### src/dch_pkg.sv
// Shared types and codes of the distinct color histogram.
`default_nettype none
package dch_pkg;

	typedef enum logic [1:0] {
		FUNC_CLEAR = 2'd0,
		FUNC_ADD   = 2'd1,
		FUNC_READ  = 2'd2,
		FUNC_NOP   = 2'd3
	} func_t;

	typedef enum logic [1:0] {
		STATUS_OK        = 2'd0,
		STATUS_OVERFLOW  = 2'd1,
		STATUS_BAD_INDEX = 2'd2
	} status_t;

	// Control part of the command beat that walks down the row of cells.
	typedef struct packed {
		logic        vld;
		func_t       func;
		logic        active;   // add still takes part (table not yet overflowed)
		logic        room;     // a miss may append a new entry
		logic [7:0]  ridx;
		logic        hit;      // some cell has already answered
		logic        appended; // the answering cell took a new entry
	} ctl_t;

endpackage
`default_nettype wire

### src/dch_cell.sv
// One palette entry of the histogram row, with its stage of the command pipeline.
`default_nettype none
module dch_cell import dch_pkg::*; #(
	parameter int COLOR_BITS = 32,
	parameter int COUNT_BITS = 24,
	parameter int IDX_W      = 8,
	parameter int USED_W     = 9
) (
	input  wire logic                  clk,
	input  wire logic                  arst_n,
	input  wire logic [IDX_W-1:0]      cell_idx,
	input  wire ctl_t                  ctl_in,
	input  wire logic [COLOR_BITS-1:0] color_in,
	input  wire logic [USED_W-1:0]     used_in,
	input  wire logic [IDX_W-1:0]      hit_idx_in,
	input  wire logic [COLOR_BITS-1:0] hit_color_in,
	input  wire logic [COUNT_BITS-1:0] hit_count_in,
	output ctl_t                       ctl_out,
	output logic [COLOR_BITS-1:0]      color_out,
	output logic [USED_W-1:0]          used_out,
	output logic [IDX_W-1:0]           hit_idx_out,
	output logic [COLOR_BITS-1:0]      hit_color_out,
	output logic [COUNT_BITS-1:0]      hit_count_out
);

	logic [COLOR_BITS-1:0] color_q;
	logic [COUNT_BITS-1:0] count_q;

	ctl_t                  ctl_q, ctl_nxt;
	logic [COLOR_BITS-1:0] pass_color_q, hit_color_q, hit_color_nxt;
	logic [USED_W-1:0]     used_q;
	logic [IDX_W-1:0]      hit_idx_q, hit_idx_nxt;
	logic [COUNT_BITS-1:0] hit_count_q, hit_count_nxt, count_inc;
	logic                  in_use, is_next, wr_match, wr_new;

	always_comb begin
		in_use    = USED_W'(cell_idx) < used_in;
		is_next   = USED_W'(cell_idx) == used_in;
		count_inc = (&count_q) ? count_q : count_q + COUNT_BITS'(1);
		ctl_nxt       = ctl_in;
		hit_idx_nxt   = hit_idx_in;
		hit_color_nxt = hit_color_in;
		hit_count_nxt = hit_count_in;
		wr_match      = 1'b0;
		wr_new        = 1'b0;
		if (ctl_in.vld && !ctl_in.hit) begin
			case (ctl_in.func)
				FUNC_ADD: begin
					if (ctl_in.active && in_use && color_q == color_in) begin
						wr_match      = 1'b1;
						ctl_nxt.hit   = 1'b1;
						hit_idx_nxt   = cell_idx;
						hit_color_nxt = color_q;
						hit_count_nxt = count_inc;
					end else if (ctl_in.active && is_next && ctl_in.room) begin
						wr_new           = 1'b1;
						ctl_nxt.hit      = 1'b1;
						ctl_nxt.appended = 1'b1;
						hit_idx_nxt      = cell_idx;
						hit_color_nxt    = color_in;
						hit_count_nxt    = COUNT_BITS'(1);
					end
				end
				FUNC_READ: begin
					if (in_use && 16'(ctl_in.ridx) == 16'(cell_idx)) begin
						ctl_nxt.hit   = 1'b1;
						hit_idx_nxt   = cell_idx;
						hit_color_nxt = color_q;
						hit_count_nxt = count_q;
					end
				end
				default: begin
				end
			endcase
		end
	end

	// Entry storage: written only by an add, so it needs no reset.
	always_ff @(posedge clk) begin
		if (wr_new) begin
			color_q <= color_in;
			count_q <= COUNT_BITS'(1);
		end else if (wr_match) begin
			count_q <= count_inc;
		end
	end

	always_ff @(posedge clk or negedge arst_n) begin
		if (!arst_n) begin
			ctl_q <= '0;
		end else begin
			ctl_q <= ctl_nxt;
		end
	end

	always_ff @(posedge clk) begin
		pass_color_q <= color_in;
		used_q       <= used_in;
		hit_idx_q    <= hit_idx_nxt;
		hit_color_q  <= hit_color_nxt;
		hit_count_q  <= hit_count_nxt;
	end

	assign ctl_out       = ctl_q;
	assign color_out     = pass_color_q;
	assign used_out      = used_q;
	assign hit_idx_out   = hit_idx_q;
	assign hit_color_out = hit_color_q;
	assign hit_count_out = hit_count_q;

endmodule
`default_nettype wire

### config.mk
export PLATFORM = sky130hd
export DESIGN_NAME = dch_cell
export DESIGN_NICKNAME = d
export VERILOG_FILES = /design/src/dch_pkg.sv /design/src/dch_cell.sv
export SDC_FILE = /design/constraint.sdc
export NUM_CORES = 1
export LEC_CHECK = 0
export ABC_CLOCK_PERIOD_IN_PS = 7100
export BUFFER_PORTS_ARGS = -buffer_cell sky130_fd_sc_hd__buf_2
export CAP_MARGIN = 5
export CORE_MARGIN = 5
export CORE_UTILIZATION = 50
export CTS_CLUSTER_SIZE = 20
export DETAILED_ROUTE_END_ITERATION = 12
export PLACE_DENSITY = 0.79
export SETUP_SLACK_MARGIN = 0.5
export SLEW_MARGIN = 15
export SYNTH_ARGS = -nofsm -noshare
export SYNTH_HDL_FRONTEND = slang
export SYNTH_SLANG_ARGS = --single-unit
### constraint.sdc
create_clock -name clk -period 7.1 [get_ports clk]
set_input_delay 2.13 -clock clk [delete_from_list [all_inputs] [get_ports clk]]
set_output_delay 2.13 -clock clk [all_outputs]
set_load 0.02 [all_outputs]
---- Yosys cells after proc, flatten, opt, wreduce, memory -nomap -nowiden ----
Cells that the tools add are included.
operators by class
  add/sub/neg operators ................... 1
  magnitude comparators ................... 1
  equal/unequal tests ..................... 5
  muxes and demuxes ....................... 30
  reduce and logical (&&, ||, !) cells .... 8
operators with widths
  kind                                                             count
  32-bit two-way mux                                               4
  24-bit two-way mux                                               5
  32-bit case mux with 2 select lines                              1
  24-bit case mux with 2 select lines                              1
  32-bit == test                                                   1
  8-bit two-way mux                                                4
  24-bit by 1-bit adder with 24-bit output, second input constant  1
  24-bit AND reduction                                             1
  8-bit case mux with 2 select lines                               1
  1-bit two-way mux                                                11
  8-bit by 9-bit == test with 1-bit output                         1
  8-bit by 9-bit less-than comparator with 1-bit output            1
  8-bit == test                                                    1
  1-bit logical AND                                                6
  2-bit two-way mux                                                2
  2-bit by 1-bit == test with 1-bit output, second input constant  1
  2-bit == test, second input constant                             1
  1-bit case mux with 2 select lines                               1
  1-bit logical NOT                                                1
word-level totals
  register bits after elaboration ......... 176

---- Logic depth before layout (Yosys ltp) ----
  depth in word-level cells ............... 7
  mapped depth ............................ 11
  mapped depth without buffers ............ 8

---- Worst setup path after synthesis ----
OpenSTA, ideal clock, no wires.
  path kind ............................... input to register
  start ................................... in used_in[7]
  end ..................................... reg color_q[0], enable pin
  library setup time ...................... 409 ps
  arrival ................................. 4732 ps
  setup slack ............................. 1959 ps
  stages .................................. 8
  buffers on the path ..................... 2
  cells stage by stage .................... inv_1 > ha_1 > nand4b_1 > or3_1 > nor2_1 > and2_1 > clkbuf_1 > clkbuf_1
between the ends
  word-level cells in the longest chain between the ends .. 7
ends and longest elaborated chain
  what                                                                                           line            text
  start, declared                                                                                dch_cell.sv:14  input wire logic [USED_W-1:0] used_in,
  branches (longest 4 deep; another with 8-bit by 9-bit less-than comparator with 1-bit output)  --
  1-bit two-way mux (*)                                                                          dch_cell.sv:49  if (ctl_in.active && in_use && color_q == color_in) begin
  1-bit two-way mux (*)                                                                          dch_cell.sv:47  case (ctl_in.func)
  1-bit two-way mux (*)                                                                          dch_cell.sv:46  if (ctl_in.vld && !ctl_in.hit) begin
  via wr_new                                                                                     dch_cell.sv:34  logic in_use, is_next, wr_match, wr_new;
  end signal, assigned                                                                           dch_cell.sv:81  color_q <= color_in;
  end, declared                                                                                  dch_cell.sv:26  logic [COLOR_BITS-1:0] color_q;
Mark *: on every way through the listed nets, which the timed path passes.
A chain may end at the register's enable or synchronous reset.

---- Worst setup path after layout ----
  start ................................... in color_in[3]
  end ..................................... reg color_q[26], enable pin
between the ends
  word-level cells in the longest chain between the ends .. 5
ends and longest elaborated chain
  what               line            text
  start, declared    dch_cell.sv:13  input wire logic [COLOR_BITS-1:0] color_in,
  32-bit == test     dch_cell.sv:49
  1-bit logical AND  dch_cell.sv:49
  1-bit two-way mux  dch_cell.sv:49
  1-bit two-way mux  dch_cell.sv:47
  1-bit two-way mux  dch_cell.sv:46
Every way passes these cells.

==> results_tabular.tex <==
\begin{tabular}{lr}
\hline
Metric & Value \\
\hline
\multicolumn{2}{l}{\textbf{Global routing}} \\
First-pass GRT wire length & 45.92 mm \\
Gr usage total & 28.54\% \\
Vias in the first global route & 8353 \\
Initial antenna violation count & 3 \\
Largest net degree at the start of global routing & 56 \\
Total congestion overflow & 0 \\
\multicolumn{2}{l}{\textbf{Timing}} \\
Setup Total Neg Slack & 0 ns \\
Number of endpoints failing setup at the final stage & 0 \\
Least-Margin Pin Slew & 1.139 ns \\
Maximum clock frequency & 197.8 MHz \\
Number of hold-slack violations in the final timing report & 0 \\
Worst clock skew on the final layout & 0.008144 ns \\
Slew margin rel. & 24.10\% \\
Unrepaired setup endpoints after global routing & no \\
Final max-slew violation count & 0 \\
Period utilization & 71.19\% \\
Post-layout minimum cycle time & 5.054 ns \\
\multicolumn{2}{l}{\textbf{CTS}} \\
Worst-path clk slew & 0.06 ns \\
Cts repair resizes & 0 \\
Setup bufs post-CTS & 0 \\
CTS tree & built \\
TritonCTS buffer count & 17 \\
Root buffer cell & sky130\_fd\_sc\_hd\_\_clkbuf\_16 \\
H-Tree Level Count & 4 \\
Source-to-sink clock delay at the later pin of the worst-skew pair & 0.43 ns \\
Cts hold-fix bufs & 0 \\
Max Root-Sink Buffers & 2 \\
Clock sink count & 176 \\
\multicolumn{2}{l}{\textbf{Worst setup path}} \\
Peak fanout along the critical path & 46 \\
Startpoint-to-endpoint class of the critical path & in2reg \\
R2r startpoint & color\_q[3] \\
Startpoint type of the worst setup path & input pin \\
Required time of the critical path & 7.13 ns \\
Path depth of the worst reg2reg path & 5 \\
Worst flop-to-flop path endpoint & color\_q[26] \\
Flop2flop setup slack & 3.43 ns \\
Element type at the critical path end & flop \\
WP data arrival & 5.08 ns \\
\multicolumn{2}{l}{\textbf{Placement}} \\
Final weighted congestion of routability-driven global placement & 0.9554 \\
Number of placed instances with taps included & 1369 \\
Placed wire-length estimate & 20.87 mm \\
Count of input and output buffers & 249 \\
\multicolumn{2}{l}{\textbf{Power}} \\
Proportion of power drawn by the clock network & 38.7\% \\
Design Power & 2304 µW \\
Worst ir drop on vdd & 0.0001948 V \\
Power density of the placed cells & 215.0 nW/µm² \\
Sw Share & 27.48\% \\
Switch Pwr & 633.3 µW \\
Sequential share of power & 46.8\% \\
Leakage & 0.004422 µW \\
Cell-internal power & 1671 µW \\
Logic pwr share & 14.6\% \\
\multicolumn{2}{l}{\textbf{Yosys}} \\
Portion of synthesized cell area occupied by the leading cell type & 29.24\% \\
Synthesized area divided by synthesized cell count & 9.189 µm² \\
Sequential-to-total area share from yosys stat & 44.38\% \\
Leading register cell type out of synthesis & sky130\_fd\_sc\_hd\_\_dfxtp\_1 \\
Library cell with the highest instance count after synthesis & sky130\_fd\_sc\_hd\_\_nand2\_1 \\
Number of synthesized register bits & 176 \\
Post-synthesis cell type count & 58 \\
Area leader, netlist & sky130\_fd\_sc\_hd\_\_dfxtp\_1 \\
Cell types occupying the most area after synthesis & sky130\_fd\_sc\_hd\_\_dfxtp\_1 (29\%), sky130\_fd\_sc\_hd\_\_edfxtp\_1 (11\%), sky130\_fd\_sc\_hd\_\_nand2\_1 (6.0\%) \\
Instance count of the mapped netlist & 961 \\
Synthesized netlist net count & 1102 \\
EDFF count, synth & 32 \\
Ranking of synthesized cells by instance count & sky130\_fd\_sc\_hd\_\_nand2\_1 (142), sky130\_fd\_sc\_hd\_\_dfxtp\_1 (129), sky130\_fd\_sc\_hd\_\_a21oi\_1 (74) \\
Cell area after synthesis & 8831 µm² \\
Share of flip-flops with an asynchronous set or reset & 8.523\% \\
Warnings from Yosys & 0 \\
\multicolumn{2}{l}{\textbf{Floorplan}} \\
Number of placement rows & 48 \\
Starting Density & 51.06\% \\
Number of placed I/O pins & 250 \\
Die area & 20420 µm² \\
Std-Cell Core Area & 17300 µm² \\
Y dimension of the die & 142.9 µm \\
Die Wd & 142.9 µm \\
\multicolumn{2}{l}{\textbf{Min path}} \\
Hold path startpoint & count\_q[21] \\
Worst Hold Class & reg2reg \\
Worst-case hold path end point & count\_q[21] \\
Worst hold path stage count & 2 \\
\multicolumn{2}{l}{\textbf{Cells and area}} \\
Final Instance Count excl. Fillers & 1404 \\
Synth-to-Final Area Change & 21.39\% \\
Nets@finish & 1305 \\
Layout filler cell count & 1464 \\
Layout cell share with drive strength beyond 1 & 29.14\% \\
\multicolumn{2}{l}{\textbf{Drt}} \\
Final antenna-violating net count & 0 \\
Violation count after the first detailed-routing iteration & 1039 \\
Length of the first detailed-routing pass in iterations & 6 \\
Drt wl/cell & 21.52 µm \\
Routed Wire Length & 30.22 mm \\
Vias & 8889 \\
Number of remaining DRC errors & 0 \\
Via density & 6.331 \\
\multicolumn{2}{l}{\textbf{Flow run}} \\
Number of violations of the max-capacitance limit & 0 \\
\multicolumn{2}{l}{\textbf{Run status}} \\
Result of the run & finished, final reports clean \\
\hline
\end{tabular}
## sequential cells by signal, indices dropped and copies added, names as in the netlist
| register | count |
|---|---|
| color_out | 32 |
| color_q | 32 |
| count_q | 24 |
| ctl_out | 15 |
| hit_color_out | 32 |
| hit_count_out | 24 |
| hit_idx_out | 8 |
| used_out | 9 |
## cells in the final DEF (no fill, tap or decap), types with 4 or more instances in the layout
cell type                     n
sky130_fd_sc_hd__and2_1      14
sky130_fd_sc_hd__nand2_1    142
sky130_fd_sc_hd__inv_1       13
sky130_fd_sc_hd__and4_1       5
sky130_fd_sc_hd__dfxtp_1    129
sky130_fd_sc_hd__mux2_1       4
sky130_fd_sc_hd__o211ai_1     6
sky130_fd_sc_hd__o31ai_1     20
sky130_fd_sc_hd__o21ai_0     59
sky130_fd_sc_hd__a221o_1     45
sky130_fd_sc_hd__ha_1        11
sky130_fd_sc_hd__nor2_1      13
sky130_fd_sc_hd__or3_1        6
sky130_fd_sc_hd__or4_1       22
sky130_fd_sc_hd__nand4b_1     5
sky130_fd_sc_hd__clkbuf_16   18
sky130_fd_sc_hd__buf_2      249
sky130_fd_sc_hd__or2_2        4
sky130_fd_sc_hd__clkbuf_1     4
sky130_fd_sc_hd__a311oi_1     6
sky130_fd_sc_hd__mux2_2      34
sky130_fd_sc_hd__mux2i_1      9
sky130_fd_sc_hd__a31oi_1      4
sky130_fd_sc_hd__dfrtp_1     15
sky130_fd_sc_hd__a22o_1       8
sky130_fd_sc_hd__nor4_1       9
sky130_fd_sc_hd__nor3_1       7
sky130_fd_sc_hd__xor2_1      26
sky130_fd_sc_hd__nand4_1     60
sky130_fd_sc_hd__and3_1       6
sky130_fd_sc_hd__xnor2_1     33
sky130_fd_sc_hd__a21oi_1     74
sky130_fd_sc_hd__nand3_1     20
sky130_fd_sc_hd__a21o_1       6
sky130_fd_sc_hd__buf_4       14
sky130_fd_sc_hd__edfxtp_1    32
## stage by stage
stage	hold slack, ns	setup WS (ns)	area [µm²]	util (%)
floorplan	0.4755	1.959	8831	-
global placement	0.5034	1.767	10160	58.72
detailed placement	0.5239	1.707	10160	58.72
CTS	0.5325	2.175	10710	61.91
global route	0.5612	1.958	10720	61.96
finish	0.5401	2.046	10720	61.98
## worst max-delay path: stages
cell	delay [ns]
sky130_fd_sc_hd__buf_2	0.13
sky130_fd_sc_hd__xnor2_1	0.34
sky130_fd_sc_hd__or4b_2	0.61
sky130_fd_sc_hd__nor4_1	0.30
sky130_fd_sc_hd__nand4b_1	0.70
sky130_fd_sc_hd__and2_2	0.83
## per-layer routing
| metal | vias to the layer above | track usage, % | wire length [µm] |
|---|---|---|---|
| li1 | 3998 | - | - |
| met1 | 4194 | 37.42 | 11750 |
| met2 | 627 | 46.19 | 13940 |
| met3 | 68 | 8.004 | 3754 |
| met4 | 2 | 8.404 | 764 |
| met5 | - | 0 | 13 |
## power groups by stage
stage / Clock [µW] / Combinational (µW) / Sequential [µW]
after detailed placement: 0 / 330 / 1100
final: 891 / 335 / 1080
after CTS: 900 / 332 / 1080
after global placement: 0 / 324 / 1100
after global routing: 948 / 358 / 1080
after floorplan: 0 / 117 / 1160
## layout make-up
class / instances / area, µm² / share of cell area, %
Multi-Input combinational cell: 691 / 4552 / 42.46
Clock buffer: 23 / 479.2 / 4.470
Timing Repair Buffer: 264 / 1359 / 12.68
Sequential cell: 176 / 3919 / 36.55
Antenna cell: 2 / 5.005 / 0.04669
Inverter: 14 / 52.55 / 0.4902
Clock inverter: 9 / 72.57 / 0.6769
Tap cell: 225 / 281.5 / 2.626
## logic make-up after synthesis
| family | count (synthesis) | synth area share [%] |
|---|---|---|
| AND/OR/NAND/NOR | 327 | 19.34 |
| buffers and inverters | 94 | 4.222 |
| AO/OA/AOI/OAI | 247 | 18.79 |
| adder cells (fa/ha/maj) | 11 | 1.558 |
| XOR/XNOR | 59 | 5.852 |
| flip-flops | 176 | 44.38 |
| multiplexers | 47 | 5.866 |
## worst max path at each step
| stage | cells past startpoint | end | slack, ns | from |
|---|---|---|---|---|
| global placement | 6 | color_q[0] | 1.77 | color_in[3] |
| global route | 6 | color_q[26] | 1.96 | color_in[3] |
| detailed placement | 6 | color_q[9] | 1.71 | color_in[3] |
| finish | 6 | color_q[26] | 2.05 | color_in[3] |
| CTS | 6 | color_q[4] | 2.18 | color_in[3] |
| floorplan | 8 | color_q[0] | 1.96 | used_in[7] |
Note: power is estimated with default switching activity, not from simulation.
